==> config.mk <==
export PLATFORM = sky130hd
export DESIGN_NAME = vtd_ctrl
export DESIGN_NICKNAME = d
export VERILOG_FILES = /design/src/rtl/vtd_pkg.sv /design/src/rtl/vtd_ctrl.sv
export SDC_FILE = /design/constraint.sdc
export NUM_CORES = 1
export LEC_CHECK = 0
export BUFFER_PORTS_ARGS = -buffer_cell sky130_fd_sc_hd__clkbuf_2
export CORE_AREA = 5 5 42 44
export DETAILED_ROUTE_END_ITERATION = 7
export DIE_AREA = 0 0 47 49
export GPL_TIMING_DRIVEN = 1
export PLACE_DENSITY = 0.38
export SLEW_MARGIN = 20
export SYNTH_ARGS = -nofsm -noshare
export SYNTH_HDL_FRONTEND = slang
export SYNTH_SLANG_ARGS = --single-unit
==> constraint.sdc <==
create_clock -name i_clk -period 1.17 [get_ports i_clk]
set_clock_uncertainty 0.15 [all_clocks]
set_input_delay 0.0585 -clock i_clk [delete_from_list [all_inputs] [get_ports i_clk]]
set_output_delay 0.0585 -clock i_clk [all_outputs]
set_load 0.01 [all_outputs]
==> src/rtl/vtd_pkg.sv <==
// shared constants and control types of the vertex triple dedup block
`default_nettype none

package vtd_pkg;

    localparam int MAX_UNIQUE = 4096;
    localparam int INDEX_BITS = 20;
    localparam int FIELD_W    = 20;
    localparam int ID_W       = 12;
    localparam int ADDR_W     = $clog2(MAX_UNIQUE);
    localparam int CNT_W      = $clog2(MAX_UNIQUE + 1);
    localparam int ENTRY_W    = 3 * INDEX_BITS;

    typedef logic [INDEX_BITS-1:0] t_idx;
    typedef logic [ADDR_W-1:0]     t_addr;
    typedef logic [CNT_W-1:0]      t_cnt;
    typedef logic [ENTRY_W-1:0]    t_entry;

    // controller to datapath
    typedef struct packed {
        logic capture;
        logic scan;
        logic commit;
    } t_dp_cmd;

    // datapath to controller
    typedef struct packed {
        logic match;
        logic scan_end;
        logic out_free;
    } t_dp_status;

endpackage

`default_nettype wire

==> src/rtl/vtd_ctrl.sv <==
// controller state machine: capture, table scan, result commit
`default_nettype none

module vtd_ctrl (
    input  wire logic            i_clk,
    input  wire logic            i_rst_n,
    input  wire logic            i_in_valid,
    input  wire vtd_pkg::t_dp_status i_status,
    output logic                 o_in_ready,
    output vtd_pkg::t_dp_cmd     o_cmd
);

    typedef enum logic [2:0] {
        S_IDLE   = 3'b001,
        S_SEARCH = 3'b010,
        S_FINISH = 3'b100
    } t_state;

    t_state r_state, n_state;

    assign o_in_ready = (r_state == S_IDLE);

    always_comb begin
        n_state      = r_state;
        o_cmd        = '0;
        unique case (r_state)
            S_IDLE: begin
                if (i_in_valid) begin
                    o_cmd.capture = 1'b1;
                    n_state       = S_SEARCH;
                end
            end
            S_SEARCH: begin
                o_cmd.scan = 1'b1;
                if (i_status.match || i_status.scan_end) begin
                    n_state = S_FINISH;
                end
            end
            S_FINISH: begin
                if (i_status.out_free) begin
                    o_cmd.commit = 1'b1;
                    n_state      = S_IDLE;
                end
            end
            default: n_state = S_IDLE;
        endcase
    end

    always_ff @(posedge i_clk) begin
        if (!i_rst_n) begin
            r_state <= S_IDLE;
        end else begin
            r_state <= n_state;
        end
    end

endmodule

`default_nettype wire

==> impl_results.md, run 1 <==
- Setup repair after global routing missed its margin: yes
- Antenna violations before repair: 0
- Total net switching power: 0.0001054 W
- Arrival time at the worst endpoint: 1250 ps
- Maximum fanout along the worst path: 4
- Wirelength per Cell: 10.34 µm
- Nature of the critical path startpoint: register
- Buffers and inverters on the worst path: 0
- Portion of the clock cycle consumed by the worst path in the final layout: 1.050
- Floorplan row count: 14
- Final hold violation count: 0
- Pwr dens: 1068 mW/mm²
- Number of DRC violations after detailed routing: 0
- Number of global-route vias before repair: 239
- CTS Root Cell: sky130_fd_sc_hd__clkbuf_4
- First drt pass iteration count: 4
- Share of total power consumed by net switching: 0.2593
- Min Tclk post-route: 1229 ps
- Kind of critical path: register to register
- VDD IR max: 0.3704 mV
- Fillers: 162
- CP top delay family: simple AND/OR/NAND/NOR gates
- Worst hold path cell count: 3
- Via count of the routed design: 227
- Fraction of layout cells with a size suffix above 1: 0.7000
- Depth of the CTS H-tree: 1
- Filler-free cell count of the finished design: 56
- Chain of cells forming the critical path: or4b_1 -> o21ai_1 -> and3b_1
- Clock Power Share: 0.448
- Post-route ant nets: 0
- Result of the run: finished with violations
- Actual transition at the worst max-transition pin: 161.4 ps
- Number of nets in the final layout: 47
- Max-cap violations: 0
- Netlist area before placement: 172.7 µm²
- Die area: 0.002303 mm²
- Max Buffers Root-to-Sink: 2
- Required time of the worst setup path: 1190 ps
- R2r worst-path depth: 3
- Pin count of the biggest net entering global routing: 8
- Core occupancy in the finished layout: 0.2714
- Buffers on Ports: 9
- Die X-Extent: 47 µm
- Global-route wire length before repair: 993 µm
- Clock latency at the later pin of the worst-skew pair: 230 ps
- Combinational cell fraction of total power: 0.269
- Class of the tightest hold or removal check: input pin to register
- Count of pins over their slew limit: 0
- Number of buffers inserted during clock tree synthesis: 3
- Placer congestion estimate: 0.6778
- Number of violations reported at the end of detailed-routing iteration 0: 3
- Number of flip-flops under the largest register name: 3
- Failing checks: negative setup slack
- Portion of total power attributed to sequential cells: 0.283
- Static Leakage: 0.1728 nW
- Max_slew headroom: 0.8923
- Cell with the largest stage delay on the worst path: sky130_fd_sc_hd__or4b_1
- Area overhead of the layout relative to synthesis: 120.3%
- Crit. End Element: register
- Antenna diode count: 0
- Synthesized instance count: 21
- Final setup fails: 5
- Leftover overflow at the end of global routing: 0
- Sum of routed wire length over all layers: 579 µm
- Synthesized Nets: 27
- DP Cell Count: 50
- Clock transition time at the flip-flop clock pins of the worst setup and hold paths: 40 ps
- Registers with the highest flip-flop counts: r_state x3
- Core Region: 0.001401 mm²
- Post-place setup slack: -30.57 ps
- I/O pin count: 10
- Worst Hold Margin: 9.827 ps
- Seq cells post-synth: 3
- Register area share after synthesis: 0.3478
- Warning count from the yosys run: 0
- HPWL after detailed placement: 409.8 µm
- Final worst slack: -58.66 ps
- Commonest cells after routing, fill and taps aside: 5 x sky130_fd_sc_hd__clkbuf_2, 5 x sky130_fd_sc_hd__buf_6, 3 x sky130_fd_sc_hd__clkbuf_4, 3 x sky130_fd_sc_hd__buf_2
- Largest stage delay on the critical path: 420 ps
- TritonCTS clock tree: yes
- Via-per-instance ratio: 4.054
- Overall power: 0.0004064 W
- Effective utilization at floorplan: 0.1232
- Total stage count of the critical path: 3
- Clock net sink count: 3
- Largest register by flop count: r_state
- Die Y-Extent: 49 µm
- Overall routing resource usage: 0.06118
- Pint: 0.0003010 W
- Number of distinct library cell variants in the gate-level netlist after synthesis: 13
- Maximum clock frequency: 0.8139 GHz
- Avg Synthesized Cell Area: 8.222 µm²
[cell usage after synthesis]
| cell type | instances | area [µm²] |
|---|---|---|
| sky130_fd_sc_hd__nand2b_1 | 2 | 12.51 |
| sky130_fd_sc_hd__nand2_1 | 2 | 7.510 |
| sky130_fd_sc_hd__o2111ai_1 | 1 | 8.760 |
| sky130_fd_sc_hd__nor2_1 | 3 | 11.26 |
| sky130_fd_sc_hd__o21ai_0 | 2 | 10.01 |
| sky130_fd_sc_hd__dfxtp_1 | 3 | 60.06 |
| sky130_fd_sc_hd__o22ai_1 | 1 | 6.260 |
| sky130_fd_sc_hd__and3b_2 | 1 | 10.01 |
| sky130_fd_sc_hd__and3b_1 | 1 | 8.760 |
| sky130_fd_sc_hd__and2_2 | 1 | 7.510 |
| sky130_fd_sc_hd__nor3b_1 | 2 | 15.01 |
| sky130_fd_sc_hd__or4b_1 | 1 | 10.01 |
| sky130_fd_sc_hd__nor3_1 | 1 | 5.000 |
[per-layer routing]
layer	vias up	GRT usage	wire length, µm
met3	0	0.01107	30
met4	0	0.05530	0
met2	7	0.07692	281
met1	104	0.08315	268
li1	116	-	-
met5	-	0	0
[stage by stage]
step	TNS (ps)	area [µm²]
after detailed placement	-30.57	270.3
after CTS	-297.9	362.8
after global routing	-452.6	380.4
final	-241.1	380.4
after floorplan	-22.38	175.2
after global placement	-24.19	270.3
[power groups by stage]
| stage | Clock, W | Sequential, W | Combinational, W |
|---|---|---|---|
| 6_report | 0.000182 | 0.000115 | 0.000109 |
| 5_1_grt | 0.000199 | 0.000116 | 0.000119 |
| 4_1_cts | 0.000191 | 0.000116 | 0.0000980 |
| 3_5_place_dp | 0 | 0.000118 | 0.0000748 |
| 3_3_place_gp | 0 | 0.000118 | 0.0000770 |
| 2_1_floorplan | 0 | 0.000120 | 0.0000320 |
[cell families after synthesis]
group / count (synthesis) / share of synthesized area
and+or+nand+nor: 14 / 0.5072
AOI/OAI and AO/OA: 4 / 0.1450
DFF: 3 / 0.3478
[final timing paths]
path / from / endpoint / slack (ps)
setup / recovery: r_state[1] / r_state[1] / -60
setup reg to reg: r_state[1] / r_state[1] / -60
hold / removal: i_status[0] / r_state[0] / 10
hold reg to reg: r_state[2] / r_state[0] / 450
[worst reg2reg max path: cells and delay by family (launching register included)]
family,cells,cell delay [ps]
flip-flops,1,360
AND/OR/NAND/NOR,2,590
AO/OA/AOI/OAI,1,80
[layout make-up]
class	count	area, µm²	share of cell area
Sequential cell	3	68.82	0.1809
Tap cell	16	20.02	0.05263
Timing Repair Buffer	15	113.9	0.2993
Multi-Input combinational cell	18	151.4	0.3980
Clock buffer	4	26.28	0.06908
[repair_timing]
action	CTS	global route
endpoints found under the setup margin	5	6
hold endpoints to repair	3	0
hold buffers	1	0
cloned	0	0
pin swaps	4	3
resized for setup	13	8
setup buffers	1	0
(Power assumes the default switching activity.)
==> run 2, diff against run 1 <==
--- a/config.mk
+++ b/config.mk
@@ -10,7 +10,7 @@
 export DETAILED_ROUTE_END_ITERATION = 7
 export DIE_AREA = 0 0 47 49
 export GPL_TIMING_DRIVEN = 1
-export PLACE_DENSITY = 0.38
+export PLACE_DENSITY_LB_ADDON = 0.3
 export SLEW_MARGIN = 20
 export SYNTH_ARGS = -nofsm -noshare
 export SYNTH_HDL_FRONTEND = slang
==> constraint.sdc (replaced) <==
create_clock -name i_clk -period 1.4 [get_ports i_clk]
set_clock_uncertainty 0.15 [all_clocks]
set_input_delay 0.07 -clock i_clk [delete_from_list [all_inputs] [get_ports i_clk]]
set_output_delay 0.07 -clock i_clk [all_outputs]
set_load 0.01 [all_outputs]
==> run 2 against run 1 <==
The run now ends clean. Total power is 25% lower. Final cell count is 5.4% lower. Flip-flop and latch count unchanged. Die area is the same. Design area fell by 19%. Highest routed layer unchanged.
==> impl_results.md, run 2 (synthesis gave the netlist of run 1 again) <==
- Result of the run: finished, final reports clean
- VDD IR max: 0.4219 mV
- Final worst slack: 58.16 ps
- Buffers on Ports: 9
- Class of the tightest hold or removal check: input pin to register
- Commonest cells after routing, fill and taps aside: 8 x sky130_fd_sc_hd__clkbuf_2, 3 x sky130_fd_sc_hd__nor2_1, 3 x sky130_fd_sc_hd__clkbuf_4
- Static Leakage: 0.1375 nW
- Die Y-Extent: 49 µm
- Depth of the CTS H-tree: 1
- Area used by multi-input combinational logic: 125.1 µm²
- Max_slew headroom: 0.8097
- Pin count of the biggest net entering global routing: 8
- TritonCTS clock tree: yes
- Global-route wire length before repair: 821 µm
- First drt pass iteration count: 2
- Placer congestion estimate: 0.6995
- DP Cell Count: 48
- Setup repair after global routing missed its margin: yes
- R2r endpoint: r_state[1]
- Count of pins over their slew limit: 0
- Overall routing resource usage: 0.05137
- Filler-free cell count of the finished design: 53
- Final hold violation count: 0
- Crit. End Element: output pin
- Wirelength per Cell: 9.906 µm
- Number of buffers inserted during clock tree synthesis: 3
- Registers with the highest flip-flop counts: r_state x3
- Post-place setup slack: 158.1 ps
- HPWL after detailed placement: 401.7 µm
- Kind of critical path: register to output pin
- Cell with the largest stage delay on the worst path: sky130_fd_sc_hd__dfxtp_2
- Buffers and inverters on the worst path: 2
- Clock net sink count: 3
- Floorplan row count: 14
- Combinational cell fraction of total power: 0.206
- Total net switching power: 0.00007322 W
- Number of violations reported at the end of detailed-routing iteration 0: 1
- Reg-to-reg slack, setup: 150 ps
- Die area: 0.002303 mm²
- Area overhead of the layout relative to synthesis: 77.54%
- Leftover overflow at the end of global routing: 0
- Die X-Extent: 47 µm
- Fraction of layout cells with a size suffix above 1: 0.5135
- Reg-to-reg critical path startpoint: r_state[0]
- Fillers: 161
- Arrival time at the worst endpoint: 1120 ps
- Post-route ant nets: 0
- Required time of the worst setup path: 1180 ps
- CTS Root Cell: sky130_fd_sc_hd__clkbuf_4
- Number of flip-flops under the largest register name: 3
- Sequential cell area: 61.31 µm²
- Fin Setup TNS: 0 ps
- Chain of cells forming the critical path: buf_6 -> nand2b_4 -> nor3b_2 -> buf_2
- Antenna violations before repair: 0
- Clock latency at the later pin of the worst-skew pair: 230 ps
- Max-cap violations: 0
- Sum of routed wire length over all layers: 525 µm
- Actual transition at the worst max-transition pin: 285.1 ps
- Final setup fails: 0
- Total stage count of the critical path: 4
- Share of total power consumed by net switching: 0.2389
- Nature of the critical path startpoint: register
- Clock Power Share: 0.478
- Cell area after layout: 306.5 µm²
- Antenna diode count: 0
- CP top delay family: flip-flops
- Largest register by flop count: r_state
- Pint: 0.0002332 W
- Source of the critical timing path: r_state[1]
- Max Buffers Root-to-Sink: 2
- Post-CTS repair timing setup buffer count: 0
- Via-per-instance ratio: 4.075
- I/O pin count: 10
- Commonest non-fill, non-tap cell in the layout: sky130_fd_sc_hd__clkbuf_2
- Via count of the routed design: 216
- Number of global-route vias before repair: 230
- Effective utilization at floorplan: 0.1232
- Maximum clock frequency: 0.7452 GHz
- Min Tclk post-route: 1342 ps
- R2r worst-path depth: 3
- Capture point of the worst path: o_cmd[0]
- Portion of total power attributed to sequential cells: 0.316
- Core Region: 0.001401 mm²
- Maximum fanout along the worst path: 5
- Clock transition time at the flip-flop clock pins of the worst setup and hold paths: 30 ps
- Number of nets in the final layout: 44
- Portion of the clock cycle consumed by the worst path in the final layout: 0.9585
- Core occupancy in the finished layout: 0.2188
- Area after DPL: 252.7 µm²
- Largest stage delay on the critical path: 330 ps
- Pwr dens: 999.7 mW/mm²
- Number of DRC violations after detailed routing: 0
[run 2: cell count changes in the layout (fill, tap and decap cells not counted), moves of 2 or more]
cell and change:
sky130_fd_sc_hd__dfxtp_4 -2, sky130_fd_sc_hd__clkbuf_2 +3, sky130_fd_sc_hd__buf_6 -4, sky130_fd_sc_hd__dfxtp_1 +2, sky130_fd_sc_hd__buf_2 -2
[run 2: how the worst min path moves through the flow]
stage	from	endpoint	slack, ps	cells past startpoint
6_report	i_status[0]	r_state[0]	20	3
5_1_grt	i_status[0]	r_state[0]	40	3
4_1_cts	i_status[0]	r_state[0]	10	3
3_5_place_dp	i_rst_n	r_state[0]	130	2
3_3_place_gp	i_rst_n	r_state[0]	130	2
2_1_floorplan	i_rst_n	r_state[0]	0.8	1
[run 2: routing by layer]
| metal | vias up | GRT usage | part of all wire |
|---|---|---|---|
| met1 | 104 | 0.04825 | 0.41 |
| li1 | 110 | - | - |
| met3 | 0 | 0.02214 | 0.011 |
| met5 | - | 0 | 0 |
| met2 | 2 | 0.08145 | 0.58 |
| met4 | 0 | 0.04147 | 0 |
[run 2: cell type report]
| class | instances | share of cell area |
|---|---|---|
| multi-input cells | 18 | 0.4082 |
| flip-flops and latches | 3 | 0.2000 |
| repair buffers | 12 | 0.2408 |
| well taps | 16 | 0.06531 |
| clock buffers | 4 | 0.08571 |
[run 2: power groups by stage]
stage | clock network, W | registers [W] | logic (W)
after floorplan | 0 | 0.0000993 | 0.0000263
after global placement | 0 | 0.0000969 | 0.0000588
after detailed placement | 0 | 0.0000971 | 0.0000582
after CTS | 0.000155 | 0.0000965 | 0.0000631
after global routing | 0.000166 | 0.0000974 | 0.0000701
final | 0.000146 | 0.0000968 | 0.0000632
[run 2: what timing repair did]
item | 4_1_cts | 5_1_grt
setup endpoints to repair | 1 | 1
hold buffers | 1 | 0
resized for setup | 3 | 2
endpoints found under the hold margin | 3 | 0
pin swaps | 0 | 1
[run 2: worst reg2reg max path: stages, from the launching register on]
cell                      delay, ps
sky130_fd_sc_hd__dfxtp_1        300
sky130_fd_sc_hd__or4b_1         500
sky130_fd_sc_hd__o21ai_0         80
sky130_fd_sc_hd__and3b_1        160
[run 2: per-stage QoR]
| step | hold slack [ps] | power (W) |
|---|---|---|
| 2_1_floorplan | 0.8249 | 0.0001256 |
| 3_3_place_gp | 132.7 | 0.0001557 |
| 3_5_place_dp | 130.6 | 0.0001553 |
| 4_1_cts | 13.52 | 0.0003144 |
| 5_1_grt | 37.04 | 0.0003336 |
| 6_report | 23.65 | 0.0003065 |
==> run 3, diff against run 2 <==
==> constraint.sdc (replaced) <==
create_clock -name i_clk -period 1.2 [get_ports i_clk]
set_clock_uncertainty 0.15 [all_clocks]
set_input_delay 0.06 -clock i_clk [delete_from_list [all_inputs] [get_ports i_clk]]
set_output_delay 0.06 -clock i_clk [all_outputs]
set_load 0.01 [all_outputs]
==> run 3 against run 2 <==
Die area unchanged. Register-to-register slack worse by 170 ps. Core utilization up 3.7 points. Total power up 29%. Design area up 17%. Sequential share of layout area down 1.5 points. Wire length up 11%. Sequential power up 17%. Non-clock buffer count up 1. Critical path type unchanged. First-iteration DRC count unchanged. The run now ends with negative setup slack left.
==> impl_results.md, run 3 (synthesis gave the netlist of run 1 again) <==
- TritonCTS clock tree: yes
- Effective utilization at floorplan: 0.1232
- Die X-Extent: 47 µm
- Clock transition time at the flip-flop clock pins of the worst setup and hold paths: 40 ps
- Floorplan row count: 14
- Failing checks: negative setup slack
- Global-route wire length before repair: 1007 µm
- Chain of cells forming the critical path: nand2b_4 -> nor3b_2 -> buf_2
- Largest register by flop count: r_state
- Overall routing resource usage: 0.06263
- Number of global-route vias before repair: 237
- Actual transition at the worst max-transition pin: 139.4 ps
- Maximum fanout along the worst path: 7
- Reg-to-reg critical path startpoint: r_state[0]
- Via-per-instance ratio: 4.093
- Leftover overflow at the end of global routing: 0
- Sum of routed wire length over all layers: 583 µm
- Number of violations reported at the end of detailed-routing iteration 0: 1
- HPWL after detailed placement: 398.2 µm
- Number of DRC violations after detailed routing: 0
- Fillers: 171
- Source of the critical timing path: r_state[2]
- Static Leakage: 0.1589 nW
- Final setup fails: 4
- Largest stage delay on the critical path: 400 ps
- Registers with the highest flip-flop counts: r_state x3
- Arrival time at the worst endpoint: 1030 ps
- Sequential cell area: 66.31 µm²
- Pwr dens: 1103 mW/mm²
- CTS Root Cell: sky130_fd_sc_hd__clkbuf_4
- DP Cell Count: 48
- Kind of critical path: register to output pin
- Max-cap violations: 0
- Portion of the clock cycle consumed by the worst path in the final layout: 1.035
- Area overhead of the layout relative to synthesis: 107.2%
- Max Buffers Root-to-Sink: 2
- Max_slew headroom: 0.9061
- Commonest cells after routing, fill and taps aside: 5 x sky130_fd_sc_hd__clkbuf_2, 3 x sky130_fd_sc_hd__clkbuf_4, 3 x sky130_fd_sc_hd__buf_2, 3 x sky130_fd_sc_hd__buf_6
- Buffers on Ports: 9
- Die area: 0.002303 mm²
- I/O pin count: 10
- Count of pins over their slew limit: 0
- Placer congestion estimate: 0.7032
- Core Region: 0.001401 mm²
- Depth of the CTS H-tree: 1
- Number of nets in the final layout: 45
- Reg-to-reg slack, setup: -20 ps
- Pin count of the biggest net entering global routing: 8
- Antenna diode count: 0
- Final worst slack: -41.99 ps
- Nature of the critical path startpoint: register
- Result of the run: finished with violations
- Antenna violations before repair: 0
- Required time of the worst setup path: 990 ps
- CP top delay family: flip-flops
- Maximum clock frequency: 0.8052 GHz
- Setup repair after global routing missed its margin: yes
- Post-route ant nets: 0
- Cell with the largest stage delay on the worst path: sky130_fd_sc_hd__dfxtp_4
- Commonest non-fill, non-tap cell in the layout: sky130_fd_sc_hd__clkbuf_2
- Startpoint of the most critical hold path: i_in_valid
- Crit. End Element: output pin
- Post-place setup slack: -4.590 ps
- Clock latency at the later pin of the worst-skew pair: 240 ps
- Fraction of layout cells with a size suffix above 1: 0.6579
- Number of flip-flops under the largest register name: 3
- Min Tclk post-route: 1242 ps
- VDD IR max: 0.2418 mV
- Wirelength per Cell: 10.80 µm
- Filler-free cell count of the finished design: 54
- First drt pass iteration count: 2
- Die Y-Extent: 49 µm
- Area used by multi-input combinational logic: 151.4 µm²
- Class of the tightest hold or removal check: input pin to register
- Clock net sink count: 3
- Via count of the routed design: 221
- Final hold violation count: 0
- Number of buffers inserted during clock tree synthesis: 3
- Buffers and inverters on the worst path: 1
- Worst Hold Margin: 15.18 ps
run 3: path summary, 6_finish.rpt:
path	to	cells past startpoint
worst max-delay path	o_cmd[0]	3
worst min-delay path	r_state[0]	4
worst max register to register	r_state[1]	3
worst min register to register	r_state[1]	1
run 3: per-layer routing:
metal | vias to the layer above | wire, µm | part of all wire | global-route usage
met2 | 10 | 254 | 0.44 | 0.07014
met4 | 0 | 0 | 0 | 0.05530
met5 | - | 0 | 0 | 0
li1 | 112 | - | - | -
met3 | 0 | 44 | 0.075 | 0.02583
met1 | 99 | 284 | 0.49 | 0.08553
run 3: report_power, final:
group	internal (W)	total, W	switching [W]
Clock	0.000125	0.000183	0.0000583
Combinational	0.0000574	0.0000981	0.0000407
Sequential	0.000106	0.000113	0.00000720
Total	0.000289	0.000395	0.000106
run 3: per-stage QoR:
stage	power [W]	cell area, µm²	util	setup TNS (ps)
2_1_floorplan	0.0001485	175.2	-	0
3_3_place_gp	0.0001827	255.2	0.1821	0
3_5_place_dp	0.0001821	255.2	0.1821	-4.590
4_1_cts	0.0004002	346.6	0.2473	-195.0
5_1_grt	0.0004308	357.8	0.2554	-400.8
6_report	0.0003948	357.8	0.2554	-84.96
run 3: worst reg2reg max path: cells and delay by family, from the launching register on:
kind             cells  cell delay (ps)
AO/OA/AOI/OAI        1               80
flip-flops           1              320
AND/OR/NAND/NOR      2              600
run 3: cell type report:
type,count,share of cell area
multi-input combinational,18,0.4231
tap,16,0.05594
clock buffer,4,0.07343
timing repair buffer,13,0.2622
sequential,3,0.1853
run 3: what timing repair did:
item | CTS | global route
pin swaps | 2 | 0
cloned | 0 | 0
hold endpoints to repair | 3 | 0
setup buffers | 0 | 0
setup endpoints to repair | 5 | 5
resized for setup | 12 | 6
hold buffers | 2 | 0
